<file path="src/rtl/sit_pkg.sv">
// Shared widths and operand types for the segment intersection pipeline.
package sit_pkg;

    localparam int COORD_WIDTH = 16;
    localparam int DIFF_WIDTH  = COORD_WIDTH + 1;
    localparam int PROD_WIDTH  = 2 * DIFF_WIDTH;
    localparam int SUM_WIDTH   = PROD_WIDTH + 1;

    typedef logic signed [COORD_WIDTH-1:0] coord_t;
    typedef logic signed [DIFF_WIDTH-1:0]  diff_t;
    typedef logic signed [PROD_WIDTH-1:0]  prod_t;
    typedef logic signed [SUM_WIDTH-1:0]   sum_t;

endpackage

</file>
<file path="src/rtl/sit_comb.sv">
// Stage 3: determinant and the two Cramer numerators.
module sit_comb
(
    input  logic           clk,
    input  logic           rst_n,
    input  logic           up_valid,
    output logic           up_stall,
    input  sit_pkg::prod_t rx_sy,
    input  sit_pkg::prod_t ry_sx,
    input  sit_pkg::prod_t qx_sy,
    input  sit_pkg::prod_t qy_sx,
    input  sit_pkg::prod_t qx_ry,
    input  sit_pkg::prod_t qy_rx,
    output logic           dn_valid,
    input  logic           dn_stall,
    output sit_pkg::sum_t  det,
    output sit_pkg::sum_t  tn,
    output sit_pkg::sum_t  un
);

    logic          valid_reg;
    logic          valid_next;
    logic          advance;
    sit_pkg::sum_t det_reg, tn_reg, un_reg;

    assign advance    = !valid_reg || !dn_stall;
    assign up_stall   = !advance;
    assign valid_next = advance ? up_valid : valid_reg;

    always_ff @(posedge clk or negedge rst_n)
    begin
        if (!rst_n)
        begin
            valid_reg <= 1'b0;
        end
        else
        begin
            valid_reg <= valid_next;
        end
    end

    always_ff @(posedge clk)
    begin
        if (advance && up_valid)
        begin
            det_reg <= sit_pkg::SUM_WIDTH'(rx_sy) - sit_pkg::SUM_WIDTH'(ry_sx);
            tn_reg  <= sit_pkg::SUM_WIDTH'(qx_sy) - sit_pkg::SUM_WIDTH'(qy_sx);
            un_reg  <= sit_pkg::SUM_WIDTH'(qx_ry) - sit_pkg::SUM_WIDTH'(qy_rx);
        end
    end

    assign dn_valid = valid_reg;
    assign det = det_reg;
    assign tn  = tn_reg;
    assign un  = un_reg;

endmodule

</file>
<file path="config.mk">
export PLATFORM = sky130hd
export DESIGN_NAME = sit_comb
export DESIGN_NICKNAME = d
export VERILOG_FILES = /design/src/rtl/sit_pkg.sv /design/src/rtl/sit_comb.sv
export SDC_FILE = /design/constraint.sdc
export NUM_CORES = 1
export LEC_CHECK = 0
export BUFFER_PORTS_ARGS = -buffer_cell sky130_fd_sc_hd__buf_2
export CAP_MARGIN = 40
export CORE_ASPECT_RATIO = 1.5
export CORE_MARGIN = 5
export CORE_UTILIZATION = 52
export DETAILED_ROUTE_END_ITERATION = 7
export PLACE_DENSITY = 0.82
export SETUP_SLACK_MARGIN = 0.4
export SYNTH_ARGS = -nofsm -noshare
export SYNTH_HDL_FRONTEND = slang
export SYNTH_SLANG_ARGS = --single-unit
</file>
<file path="constraint.sdc">
create_clock -name clk -period 9.8 [get_ports clk]
set_input_delay 0.98 -clock clk [delete_from_list [all_inputs] [get_ports clk]]
set_output_delay 0.98 -clock clk [all_outputs]
set_load 0.05 [all_outputs]
</file>
==> metrics.txt <==
status finished, final reports clean; number of hold violations in the final report 0; layout cells sized above 1 0.2544; Sequential Area ~3200 um2; DR vias/cell between 5 and 6; power per cell area 143.7 nW/um2; largest net degree at the start of global routing 60; Resized cells post-CTS 0; hold buffers post-CTS 0; area leader, netlist edfxtp_1; Worst Hold Class in -> async; tightest hold margin ~0.38 ns; Root Buffer clkbuf_16; DIE HEIGHT ~170 um; Seq/Total Area, Yosys 0.3397; total negative slack 0 ns; combinational power share 0.427; first-pass GRT wire length ~42000 um; DIE WIDTH approximately 120 um; period utilization 0.3683; sequential share of power 0.361; Worst Reg-to-Reg Cells 3; Filler Cell Count ~1500; CORE AREA approximately 18000 um2; Port-buffer cells roughly 310; max-cap viol count 0; skew final approximately 0.007 ns; Synth area leaders edfxtp_1, ha_1, a21oi_1; First-pass DRT Iterations 5; initial detailed-routing violation count roughly 680; setup violators final 0; maximum VDD drop between 70 and 80 uV; PnR worst setup slack around 6.2 ns; Synth Register Bits 106; Multi-input gate area 5565 um2; total number of vias 8912; EDFF count, synth about 110; wirelength, routed around 27000 um; Die Area between 20000 and 25000 um2; Clk pin slew, worst setup/hold paths approximately 0.080 ns; CTS tree built; total CTS buffers 9; CP Depth 12; Total GRT Usage 0.2491; routability cong. between 0.9 and 1; element type at the critical path end flop; Mapped Avg Cell Area 8.902 um2; Core Util, Final 0.6411; relative slew slack 0.4768; # DRC 0; vias in the first global route approximately 9100; Clock Sinks approximately 110; switching share of power 0.3990; post-synthesis cell type count just under 70; Switch Pwr roughly 0.65 mW; Tmin final roughly 3.6 ns; worst-case clock buffer depth 2; Cell Chain, Critical Path buf_2 > inv_1 > ha_1 > inv_1 > fa_1 > a21oi_1 > nor2_1 > o31ai_1 > a2111oi_1 > o31ai_1 > o221ai_1 > xor2_1; post-route ant nets 0; max-slew violations 0; Async SR Flop Fraction 0.009434; Synth Flop Type edfxtp_1; Yosys warnings 0; Worst Max-Slew Pin Slew between 0.7 and 0.8 ns; HPWL after DPL 22290 um; effective utilization at floorplan 0.5259; CP arrival about 3.7 ns; post-route cell area between 10000 and 15000 um2; critical path's slowest cell o31ai_1; commonest non-fill, non-tap cells in the layout buf_2, inv_1, a21oi_1; Req. time, crit path approximately 10 ns; peak fanout along the critical path 4; dpl cell area roughly 11000 um2; Synth Instances approximately 1100; H-tree levels 3; gr ovfl total 0; Cell Int Power 0.9855 mW; Yosys top cell area share 0.3370; area grow syn2layout 21.92%; Cell Rows 60; Post-Syn Nets 1364; nets ~1700; Max Fclk between 200 and 300 MHz; Clk pwr share 0.213; kind of critical path in -> reg; RSZ-0062 raised after global routing false; WP buf/inv 3; final cell count without fillers roughly 1600; commonest non-fill, non-tap cell in the layout buf_2; Max stage delay on crit path approximately 0.58 ns; Top Ports ~320; DP Cell Count between 1500 and 2000; antenna violations before repair 8; delay-heaviest family, CP compound AO/OA/AOI/OAI gates; Leakage Power around 5.6 nW; Mapped Area 9356 um2; total power 1.640 mW; worst skew pair latency around 0.36 ns; Wirelength per Cell 16.95 um; setup bufs post-CTS 0; Worst Setup Start Kind input port; DP Worst Slack a little under 6 ns
-- path summary, 6_finish.rpt --
kind | startpoint | end | slack [ns]
setup / recovery | rx_sy[0] | det[28]$_DFFE_PP_ | 6.19
hold / removal | rst_n | dn_valid$_DFFE_PN0N_ | 0.38
setup reg to reg | dn_valid$_DFFE_PN0N_ | tn[20]$_DFFE_PP_ | 8.08
hold reg to reg | dn_valid$_DFFE_PN0N_ | dn_valid$_DFFE_PN0N_ | 0.71
max in group asynchronous | rst_n | dn_valid$_DFFE_PN0N_ | 9.34
min in group clk | dn_valid$_DFFE_PN0N_ | dn_valid$_DFFE_PN0N_ | 0.71
-- Yosys cell counts (12+ instances only) --
master      n
a21o_1     50
a21oi_1   112
a31oi_1    13
and3_1     14
clkbuf_1   18
edfxtp_1  105
ha_1      102
inv_1     140
nand2_1    85
nand3_1    16
nand4_1    16
nor2_1     58
nor2b_1    14
nor3_1     16
o21a_1     19
o21ai_0    41
o21bai_1   12
xnor2_1    58
xor2_1     29
-- logic make-up (layout without fill, tap and decap cells) --
group	Yosys count	count (layout)	share of synthesized area
xor+xnor	87	87	0.08144
mux	3	3	0.003343
flops	106	106	0.3397
compound gates	333	333	0.2350
other cells	0	5	0
fa+ha+maj	105	105	0.1428
buf+inv	163	472	0.06633
simple gates	254	254	0.1315
-- power groups by stage --
stage	combinational, mW	sequential, mW	clock, mW
2_1_floorplan	0.345	0.777	0
3_3_place_gp	0.683	0.602	0
3_5_place_dp	0.696	0.601	0
4_1_cts	0.698	0.592	0.353
5_1_grt	0.756	0.596	0.369
6_report	0.700	0.591	0.349
-- layout make-up --
class,count,area share
timing repair buffer,316,0.1391
tap,217,0.02380
sequential,106,0.2786
inverter,140,0.04607
antenna,5,0.001097
clock inverter,7,0.003729
multi-input combinational,782,0.4879
clock buffer,9,0.01974
-- layer usage --
layer	routed length (um)	vias to the layer above	track usage
met4	1151	6	0.1271
met3	2248	74	0.06250
met5	22	-	0
met2	14110	384	0.4736
li1	-	4405	-
met1	9290	4043	0.2451
Note: power is estimated with default switching activity, not from simulation.
