File: src/rtl/sit_pkg.sv
// Shared widths and operand types for the segment intersection pipeline.
package sit_pkg;

    localparam int COORD_WIDTH = 16;
    localparam int DIFF_WIDTH  = COORD_WIDTH + 1;
    localparam int PROD_WIDTH  = 2 * DIFF_WIDTH;
    localparam int SUM_WIDTH   = PROD_WIDTH + 1;

    typedef logic signed [COORD_WIDTH-1:0] coord_t;
    typedef logic signed [DIFF_WIDTH-1:0]  diff_t;
    typedef logic signed [PROD_WIDTH-1:0]  prod_t;
    typedef logic signed [SUM_WIDTH-1:0]   sum_t;

endpackage

File: src/rtl/sit_judge.sv
// Stage 4: parallel test and sign-aware range check, with the output register.
module sit_judge
(
    input  logic          clk,
    input  logic          rst_n,
    input  logic          up_valid,
    output logic          up_stall,
    input  sit_pkg::sum_t det,
    input  sit_pkg::sum_t tn,
    input  sit_pkg::sum_t un,
    output logic          dn_valid,
    input  logic          dn_stall,
    output logic          segments_cross,
    output logic          lines_parallel
);

    logic valid_reg;
    logic valid_next;
    logic advance;
    logic cross_reg, cross_next;
    logic par_reg, par_next;
    logic det_zero;
    logic det_neg;

    // n/det in [0,1] without negation: compare against 0 and det by det's sign
    function automatic logic in_unit(input sit_pkg::sum_t n, input sit_pkg::sum_t d,
                                     input logic d_neg);
        logic n_neg;
        logic n_zero;
        begin
            n_neg  = n[sit_pkg::SUM_WIDTH-1];
            n_zero = (n == '0);
            if (d_neg)
            begin
                in_unit = (n_neg || n_zero) && (n >= d);
            end
            else
            begin
                in_unit = !n_neg && (n <= d);
            end
        end
    endfunction

    assign det_zero   = (det == '0);
    assign det_neg    = det[sit_pkg::SUM_WIDTH-1];
    assign par_next   = det_zero;
    assign cross_next = !det_zero && in_unit(tn, det, det_neg) && in_unit(un, det, det_neg);

    assign advance    = !valid_reg || !dn_stall;
    assign up_stall   = !advance;
    assign valid_next = advance ? up_valid : valid_reg;

    always_ff @(posedge clk or negedge rst_n)
    begin
        if (!rst_n)
        begin
            valid_reg <= 1'b0;
        end
        else
        begin
            valid_reg <= valid_next;
        end
    end

    always_ff @(posedge clk)
    begin
        if (advance && up_valid)
        begin
            cross_reg <= cross_next;
            par_reg   <= par_next;
        end
    end

    assign dn_valid       = valid_reg;
    assign segments_cross = cross_reg;
    assign lines_parallel = par_reg;

    a_par_no_cross: assert property (@(posedge clk) disable iff (!rst_n)
        valid_reg && par_reg |-> !cross_reg)
        else $error("parallel result also flagged as crossing");

    a_load_from_det: assert property (@(posedge clk) disable iff (!rst_n)
        advance && up_valid |=> par_reg == $past(det_zero))
        else $error("parallel flag does not match determinant");

    a_hold_when_stalled: assert property (@(posedge clk) disable iff (!rst_n)
        valid_reg && dn_stall |=> valid_reg && $stable(cross_reg) && $stable(par_reg))
        else $error("result changed while held");

endmodule

File: config.mk
export PLATFORM = sky130hd
export DESIGN_NAME = sit_judge
export DESIGN_NICKNAME = d
export VERILOG_FILES = /design/src/rtl/sit_pkg.sv /design/src/rtl/sit_judge.sv
export SDC_FILE = /design/constraint.sdc
export NUM_CORES = 1
export LEC_CHECK = 0
export BUFFER_PORTS_ARGS = -buffer_cell sky130_fd_sc_hd__buf_2
export CAP_MARGIN = 20
export CORE_MARGIN = 1.5
export CORE_UTILIZATION = 40
export CTS_CLUSTER_DIAMETER = 30
export DETAILED_ROUTE_END_ITERATION = 6
export GPL_ROUTABILITY_DRIVEN = 1
export MAX_ROUTING_LAYER = met4
export PLACE_DENSITY = 0.72
export SLEW_MARGIN = 20
export SYNTH_ARGS = -nofsm -noshare
export SYNTH_HDL_FRONTEND = slang
export SYNTH_SLANG_ARGS = --single-unit
File: constraint.sdc
create_clock -name clk -period 1 [get_ports clk]
set_clock_uncertainty 0.1 [all_clocks]
set_input_delay 0.05 -clock clk [delete_from_list [all_inputs] [get_ports clk]]
set_output_delay 0.05 -clock clk [all_outputs]
set_load 0.02 [all_outputs]
==> flow_summary.toml <==
[outcome]
status = "finished with violations"
violations = "setup timing"

[yosys]
seq_area_frac_synth_pct = 4.07
ys_ff_latch = 3
postSynthCellCount = 277
ys_types = 41
ys_warn_count = 0
syn-num-nets = 456
ys.flop_type = "edfxtp_1"
synth_area_per_cell_sq_um = 7.55
synth-edff-count = 2
async_flop_share_pct = 33.3
synth_area_sq_um = 2090

[grt]
antenna_found_initial = 0
grt_max_degree = 6
gr-total-overflow = 0
grt_pass1_vias = 2808
grt_pass1_wl_um = 12100
groute.usage.overall_pct = 28.4

[setup_path]
critical_path_required_ns = 0.86
path_max_fanout = 3
cp_common_cell = "a21oi_2"
critPathTopFamily = "simple AND/OR/NAND/NOR gates"
cp.arrival_ns = 1.91
path_buf_inv = 2
crit_slowest_cell = "nor4bb_2"
crit_chain = "buf_2, inv_1, ha_1, nand4_1, nor4bb_2, o21ai_1, o2111ai_1, a21oi_2, xnor2_1, nor3b_2, a21oi_2"
slowest_delay_ns = 0.40
worstSetupStartpointType = "input port"
worst_setup_path_end_kind = "register"
crit_type = "input port to register"

[timing]
max_freq_ghz = 0.487
hold_viol = 0
finalCritPeriodShare_pct = 205
slew_headroom_pct = 73.4
report.final.slew_viol_count = 0
setup_ws_ns = -1.05
worstMarginPinSlew_ns = 0.396
final.min_clock_period_ns = 2.05
grt_setup_unrepaired = "true"
setup_viol = 5
holdWs_ns = 0.0640

[floorplan]
die_w_um = 75.3
start_util_pct = 41.2
die_area_sq_um = 5670
num_rows = 26
core_sq_um = 5070
die_h_um = 75.3
io_pins = 113

[clock_tree]
clock-root-buffer = "clkbuf_8"
path_clk_slew_ns = 0.03
clkSinkCount = 3
cts_tree = "done"
cts_buffers = 3
htreeDepth = 1
clk_path_buf_depth = 2
clk_latency_ns = 0.21

[power]
vdd_ir_drop_max_mv = 0.619
p_leak_nw = 1.94
p_per_area_nw_per_um2 = 520

[hold_path]
hp-class = "input port to asynchronous set/reset pin"

[detailed_routing]
dr.pass1.iters = 4
vias_per_cell = 5.31
drt_iter0_drc = 128
ant_nets = 0
drc = 0
drt-total-wl_um = 7700
wl_per_cell_um = 14.0
vias = 2928

[cells_and_area]
diodes = 0
area_growth_pct = 71.9
drive_gt1_share_pct = 47.6
fill_cells = 416
utilization_pct = 70.9
final_common_cell = "buf_2"
final_cell_mix = "buf_2 (109), buf_4 (87), ha_1 (67)"
final_nets = 661

[placement]
dp_worst_setup_slack_ns = -1.30
gp_congestion = 0.952
io_buffer_count = 112
hpwl_um = 6840

[run]
max_cap_viol_count = 0
-- stage by stage --
step	area [sq um]	power [mW]	TNS [ns]	cells
after global routing	3600	2.06	-1.73	551
after CTS	3540	1.84	-1.33	550
after global placement	3410	1.41	-1.72	539
after floorplan	2160	0.748	-1.29	277
final	3600	1.87	-1.47	551
after detailed placement	3410	1.45	-1.82	539
-- cell families after synthesis --
| family | after synthesis | share of synthesized area [%] |
|---|---|---|
| AO/OA/AOI/OAI | 66 | 19.7 |
| XOR/XNOR | 1 | 0.419 |
| adder cells (fa/ha/maj) | 70 | 41.9 |
| buffers and inverters | 39 | 7.00 |
| flip-flops | 3 | 4.07 |
| AND/OR/NAND/NOR | 98 | 26.9 |
-- area by class of cell --
class / count / area (sq um) / area share, %
inverter: 39 / 159 / 4.42
timing repair buffer: 200 / 1240 / 34.5
sequential: 3 / 86.3 / 2.40
clock buffer: 4 / 45.0 / 1.25
multi-input combinational: 235 / 1980 / 55.0
tap: 70 / 87.6 / 2.44
-- timing repair --
action / 4_1_cts / 5_1_grt
hold buffers: 2 / 0
cloned: 0 / 0
pin swaps: 7 / 4
setup endpoints to repair: 5 / 6
resized for setup: 8 / 10
endpoints found under the hold margin: 2 / 0
buffers inserted: 5 / 1
-- layer usage --
metal	share of wire, %	vias up	GRT usage, %
met5	0	-	-
met4	2.4	0	9.13
met3	5.3	18	2.25
met2	49	112	48.1
met1	44	1313	35.8
li1	-	1485	-
-- state kept, by name, summed over array words and instances, names as in the netlist --
name,cells
segments_cross,1
lines_parallel,1
dn_valid,1
-- path summary, 6_finish.rpt --
| check | end | depth (start not counted) | slack [ns] | start |
|---|---|---|---|---|
| max | segments_cross$_DFFE_PP_ | 11 | -1.05 | det[17] |
| min | dn_valid$_DFFE_PN0N_ | 2 | 0.06 | rst_n |
| max reg2reg | lines_parallel$_DFFE_PP_ | 2 | -0.06 | dn_valid$_DFFE_PN0N_ |
| min reg2reg | dn_valid$_DFFE_PN0N_ | 2 | 0.55 | dn_valid$_DFFE_PN0N_ |
| max in group asynchronous | dn_valid$_DFFE_PN0N_ | 2 | 0.64 | rst_n |
| min in group clk | segments_cross$_DFFE_PP_ | 2 | 0.10 | up_valid |
-- cells in the mapped netlist, drive strengths merged (3+ instances only) --
cell	n	area (sq um)
a211oi	3	22.5
a21o	3	22.5
a21oi	29	153
a221oi	3	32.5
and4	5	43.8
ha	70	876
inv	39	146
nand2	16	60.1
nand3	10	55.1
nand4	13	81.3
nor2	7	26.3
nor3	9	50.1
nor4	26	163
o21ai	17	85.1
or2	3	18.8
-- report_power, final --
| part | internal [mW] | switching (mW) |
|---|---|---|
| registers | 0.142 | 0.00224 |
| logic | 0.718 | 0.657 |
| clock network | 0.272 | 0.0790 |
| total | 1.13 | 0.738 |
No activity file was read; power rests on OpenSTA's default activity.
