$ cat src/rtl/sit_pkg.sv
// Shared widths and operand types for the segment intersection pipeline.
package sit_pkg;

    localparam int COORD_WIDTH = 16;
    localparam int DIFF_WIDTH  = COORD_WIDTH + 1;
    localparam int PROD_WIDTH  = 2 * DIFF_WIDTH;
    localparam int SUM_WIDTH   = PROD_WIDTH + 1;

    typedef logic signed [COORD_WIDTH-1:0] coord_t;
    typedef logic signed [DIFF_WIDTH-1:0]  diff_t;
    typedef logic signed [PROD_WIDTH-1:0]  prod_t;
    typedef logic signed [SUM_WIDTH-1:0]   sum_t;

endpackage

$ cat src/rtl/sit_diff.sv
// Stage 1: endpoint differences r = B - A, s = D - C, q = C - A.
module sit_diff
(
    input  logic            clk,
    input  logic            rst_n,
    input  logic            up_valid,
    output logic            up_stall,
    input  sit_pkg::coord_t a_x,
    input  sit_pkg::coord_t a_y,
    input  sit_pkg::coord_t b_x,
    input  sit_pkg::coord_t b_y,
    input  sit_pkg::coord_t c_x,
    input  sit_pkg::coord_t c_y,
    input  sit_pkg::coord_t d_x,
    input  sit_pkg::coord_t d_y,
    output logic            dn_valid,
    input  logic            dn_stall,
    output sit_pkg::diff_t  rx,
    output sit_pkg::diff_t  ry,
    output sit_pkg::diff_t  sx,
    output sit_pkg::diff_t  sy,
    output sit_pkg::diff_t  qx,
    output sit_pkg::diff_t  qy
);

    logic           valid_reg;
    logic           valid_next;
    logic           advance;
    sit_pkg::diff_t rx_reg, ry_reg, sx_reg, sy_reg, qx_reg, qy_reg;

    assign advance    = !valid_reg || !dn_stall;
    assign up_stall   = !advance;
    assign valid_next = advance ? up_valid : valid_reg;

    always_ff @(posedge clk or negedge rst_n)
    begin
        if (!rst_n)
        begin
            valid_reg <= 1'b0;
        end
        else
        begin
            valid_reg <= valid_next;
        end
    end

    always_ff @(posedge clk)
    begin
        if (advance && up_valid)
        begin
            rx_reg <= sit_pkg::DIFF_WIDTH'(b_x) - sit_pkg::DIFF_WIDTH'(a_x);
            ry_reg <= sit_pkg::DIFF_WIDTH'(b_y) - sit_pkg::DIFF_WIDTH'(a_y);
            sx_reg <= sit_pkg::DIFF_WIDTH'(d_x) - sit_pkg::DIFF_WIDTH'(c_x);
            sy_reg <= sit_pkg::DIFF_WIDTH'(d_y) - sit_pkg::DIFF_WIDTH'(c_y);
            qx_reg <= sit_pkg::DIFF_WIDTH'(c_x) - sit_pkg::DIFF_WIDTH'(a_x);
            qy_reg <= sit_pkg::DIFF_WIDTH'(c_y) - sit_pkg::DIFF_WIDTH'(a_y);
        end
    end

    assign dn_valid = valid_reg;
    assign rx = rx_reg;
    assign ry = ry_reg;
    assign sx = sx_reg;
    assign sy = sy_reg;
    assign qx = qx_reg;
    assign qy = qy_reg;

endmodule

$ cat config.mk
export PLATFORM = sky130hd
export DESIGN_NAME = sit_diff
export DESIGN_NICKNAME = d
export VERILOG_FILES = /design/src/rtl/sit_pkg.sv /design/src/rtl/sit_diff.sv
export SDC_FILE = /design/constraint.sdc
export NUM_CORES = 1
export LEC_CHECK = 0
export ABC_AREA = 1
export BUFFER_PORTS_ARGS = -buffer_cell sky130_fd_sc_hd__buf_2
export CAP_MARGIN = 20
export CELL_PAD_IN_SITES_DETAIL_PLACEMENT = 2
export CELL_PAD_IN_SITES_GLOBAL_PLACEMENT = 2
export CORE_AREA = 2 2 179 181
export CTS_CLUSTER_DIAMETER = 80
export CTS_CLUSTER_SIZE = 40
export DETAILED_ROUTE_END_ITERATION = 8
export DIE_AREA = 0 0 181 183
export GPL_ROUTABILITY_DRIVEN = 1
export PLACE_DENSITY_LB_ADDON = 0.08
export SYNTH_ARGS = -nofsm -noshare
export SYNTH_HDL_FRONTEND = slang
export SYNTH_SLANG_ARGS = --single-unit
$ cat constraint.sdc
create_clock -name clk -period 15.55 [get_ports clk]
set_clock_uncertainty 0.2 [all_clocks]
set_input_delay 0.7775 -clock clk [delete_from_list [all_inputs] [get_ports clk]]
set_output_delay 0.7775 -clock clk [all_outputs]
set_load 0.02 [all_outputs]
==> metrics.txt <==
top cell type's share of synthesized area approximately a third; Period Utilization, post-route roughly 17%; CTS H-Tree Depth 3; vias per cell between 4 and 5; Die ar. ~0.033 mm2; Max Freq 372.1 MHz; main flop type after synthesis edfxtp_1; EDFF count, synth roughly 100; # rows 65; crit end category register; Post-synth top cells nand2_1 (565), inv_1 (360), edfxtp_1 (102); Slew HR between 30% and 40%; die width approximately 180 um; clock latency on the worst-skew pair 0.36 ns; IO Port Bufs between 200 and 250; # fillers 3931; Area contributors post-synth edfxtp_1 (33%), nand2_1 (23%), inv_1 (15%); post-CTS setup buffer count 0; worst path cell trace buf_2 > nand2_1 > inv_1 > nor2_4 > buf_4 > buf_4; # clock sinks about 100; multi-input logic area 0.004806 mm2; final hold vios 0; FF/Latch Area ~0.0031 mm2; TNS Setup 0 ns; slowest CP cell buf_4; initial core utilization about 30%; cells on worst reg2reg path 5; min-delay worst type register to register; Syn Nets about 1600; GP Congestion 0.8038; CP Launch Type input port; Mapped Area approximately 0.0092 mm2; final routed DRC violation total 0; initial antenna violation count 6; status finished clean; Critical Path Most Common Cell buf_4; CP Class input port to register; clk buf depth 2; Chip Height about 180 um; TritonCTS clock tree done; unrepaired setup endpoints after global routing false; vias in the first global route between 10000 and 15000; Critical Path AT between 2 and 2.5 ns; GR Util All Layers between 20% and 30%; via count roughly 9200; CP max stage delay approximately 0.85 ns; fin area approximately 0.011 mm2; launching point of the worst reg2reg path dn_valid$_DFFE_PN0N_; DR iter-0 viols 275; Layout Nets 1861; critical path required time 15.33 ns; routed len/inst about 16 um; Synth area leader edfxtp_1; Max-Cap Viols 0; largest net degree at the start of global routing 68; CTS root buf clkbuf_16; Max Slew Vio Count 0; post-route ant nets 0; PwrDens 83.46 mW/mm2; leak pwr 6.851 nW; Synth Warn # 0; I/O pins 236; Peak VDD IR just over 40 uV; Crit. Startpoint dn_stall; share of cells above drive strength 1 between 15 and 20%; WHS Path Cells 2; R2R Setup Slk 12.98 ns; ys async rst share less than 1%; Tmin final about 2.7 ns; global route total overflow 0; CORE AREA around 0.031 mm2; global-route wire length before repair 52.03 mm; Post-DP Area 0.01094 mm2; Finish-stage setup viols 0; post-synthesis sequential area ratio 33.43%; Synth Register Bits between 100 and 150; beginning of the worst hold path dn_valid$_DFFE_PN0N_; Mapped Cells between 1000 and 1500; CTS Buf Count 9; worst reg2reg endpoint rx[6]$_DFFE_PP_; worst-path maximum fanout 67; Hold Path Sink dn_valid$_DFFE_PN0N_; Detail Placement HPWL approximately 28 mm; synthesis-to-finish area growth 21.90%; top-count cell post-synth nand2_1; Netlist cell types 15; pin slew with the least headroom to its limit 1.006 ns; Initial DRT Pass Iterations 4; CTS clk-pin slew, worst paths approximately 0.08 ns; Avg Inst Size Synth between 6 and 7 um2; WL final roughly 32 mm
cells by family (layout without fill, tap and decap cells):
kind of cell | Yosys count | in the layout | share of synthesized area [%]
adders and majority gates | 102 | 102 | 14.30
other | 0 | 4 | 0
AOI/OAI and AO/OA | 60 | 60 | 3.251
xor gates and xnor gates | 42 | 42 | 3.982
buffers and inverters | 360 | 614 | 14.63
DFF | 103 | 103 | 33.43
and+or+nand+nor | 711 | 711 | 30.41
placed cells by master, fill, tap and decap left out, types with 2 or more instances in the layout:
cell,netlist,layout
nand2_1,565,565
inv_1,360,360
buf_2,0,235
edfxtp_1,102,102
ha_1,96,96
nand3_1,68,68
a21oi_1,60,60
nor2_1,45,44
xor2_1,29,29
nor3_1,24,24
xnor2_1,13,13
clkbuf_16,0,9
or2_1,6,6
fa_1,6,6
diode_2,0,4
nand2_2,2,2
clkinvlp_4,0,2
buf_4,0,2
worst max-delay path by stage:
stage                 endpoint  slack, ns
6_report       rx[6]$_DFFE_PP_      12.86
5_1_grt        rx[6]$_DFFE_PP_      12.69
4_1_cts        rx[6]$_DFFE_PP_      12.83
3_5_place_dp   ry[3]$_DFFE_PP_      12.44
3_3_place_gp   ry[5]$_DFFE_PP_      12.48
2_1_floorplan  qx[0]$_DFFE_PP_       9.57
routing by layer:
metal	global-route usage (%)	vias to the layer above	share of wire (%)
met4	4.293	6	1.3
met2	39.46	161	53
li1	-	4664	-
met3	4.607	21	4.9
met1	21.72	4351	40
met5	0	-	0.11
cell type report:
class	count	share of cell area, %
diodes	4	0.08889
repair buffers	238	10.67
inverters	360	12.00
clock inverters	5	0.5222
flip-flops and latches	103	27.42
clock buffers	11	2.156
multi-input cells	915	42.68
well taps	402	4.467
stage by stage:
| step | setup WS (ns) | instances | total power [mW] | utilization, % | hold slack, ns |
|---|---|---|---|---|---|
| after floorplan | 9.566 | 1378 | 0.5891 | - | 0.2819 |
| after global placement | 12.48 | 2017 | 0.6941 | 35.03 | 0.2731 |
| after detailed placement | 12.44 | 2017 | 0.7077 | 35.03 | 0.2900 |
| after CTS | 12.83 | 2034 | 0.9575 | 36.03 | 0.3104 |
| after global routing | 12.69 | 2035 | 1.008 | 36.03 | 0.3905 |
| final | 12.86 | 2038 | 0.9398 | 36.06 | 0.3258 |
worst max-delay path: cells and delay by family:
family        cells  cell delay [ns]
buf+inv           4             1.46
simple gates      2             0.14
report_power, final:
part	total, mW	internal (mW)	switching [mW]
logic	0.337	0.114	0.223
clock network	0.245	0.130	0.115
registers	0.357	0.349	0.00877
timing repair:
item                      4_1_cts  5_1_grt
resized for setup               0        0
hold endpoints to repair        1        0
hold buffers                    1        0
Power figures use the tool's default switching activity.
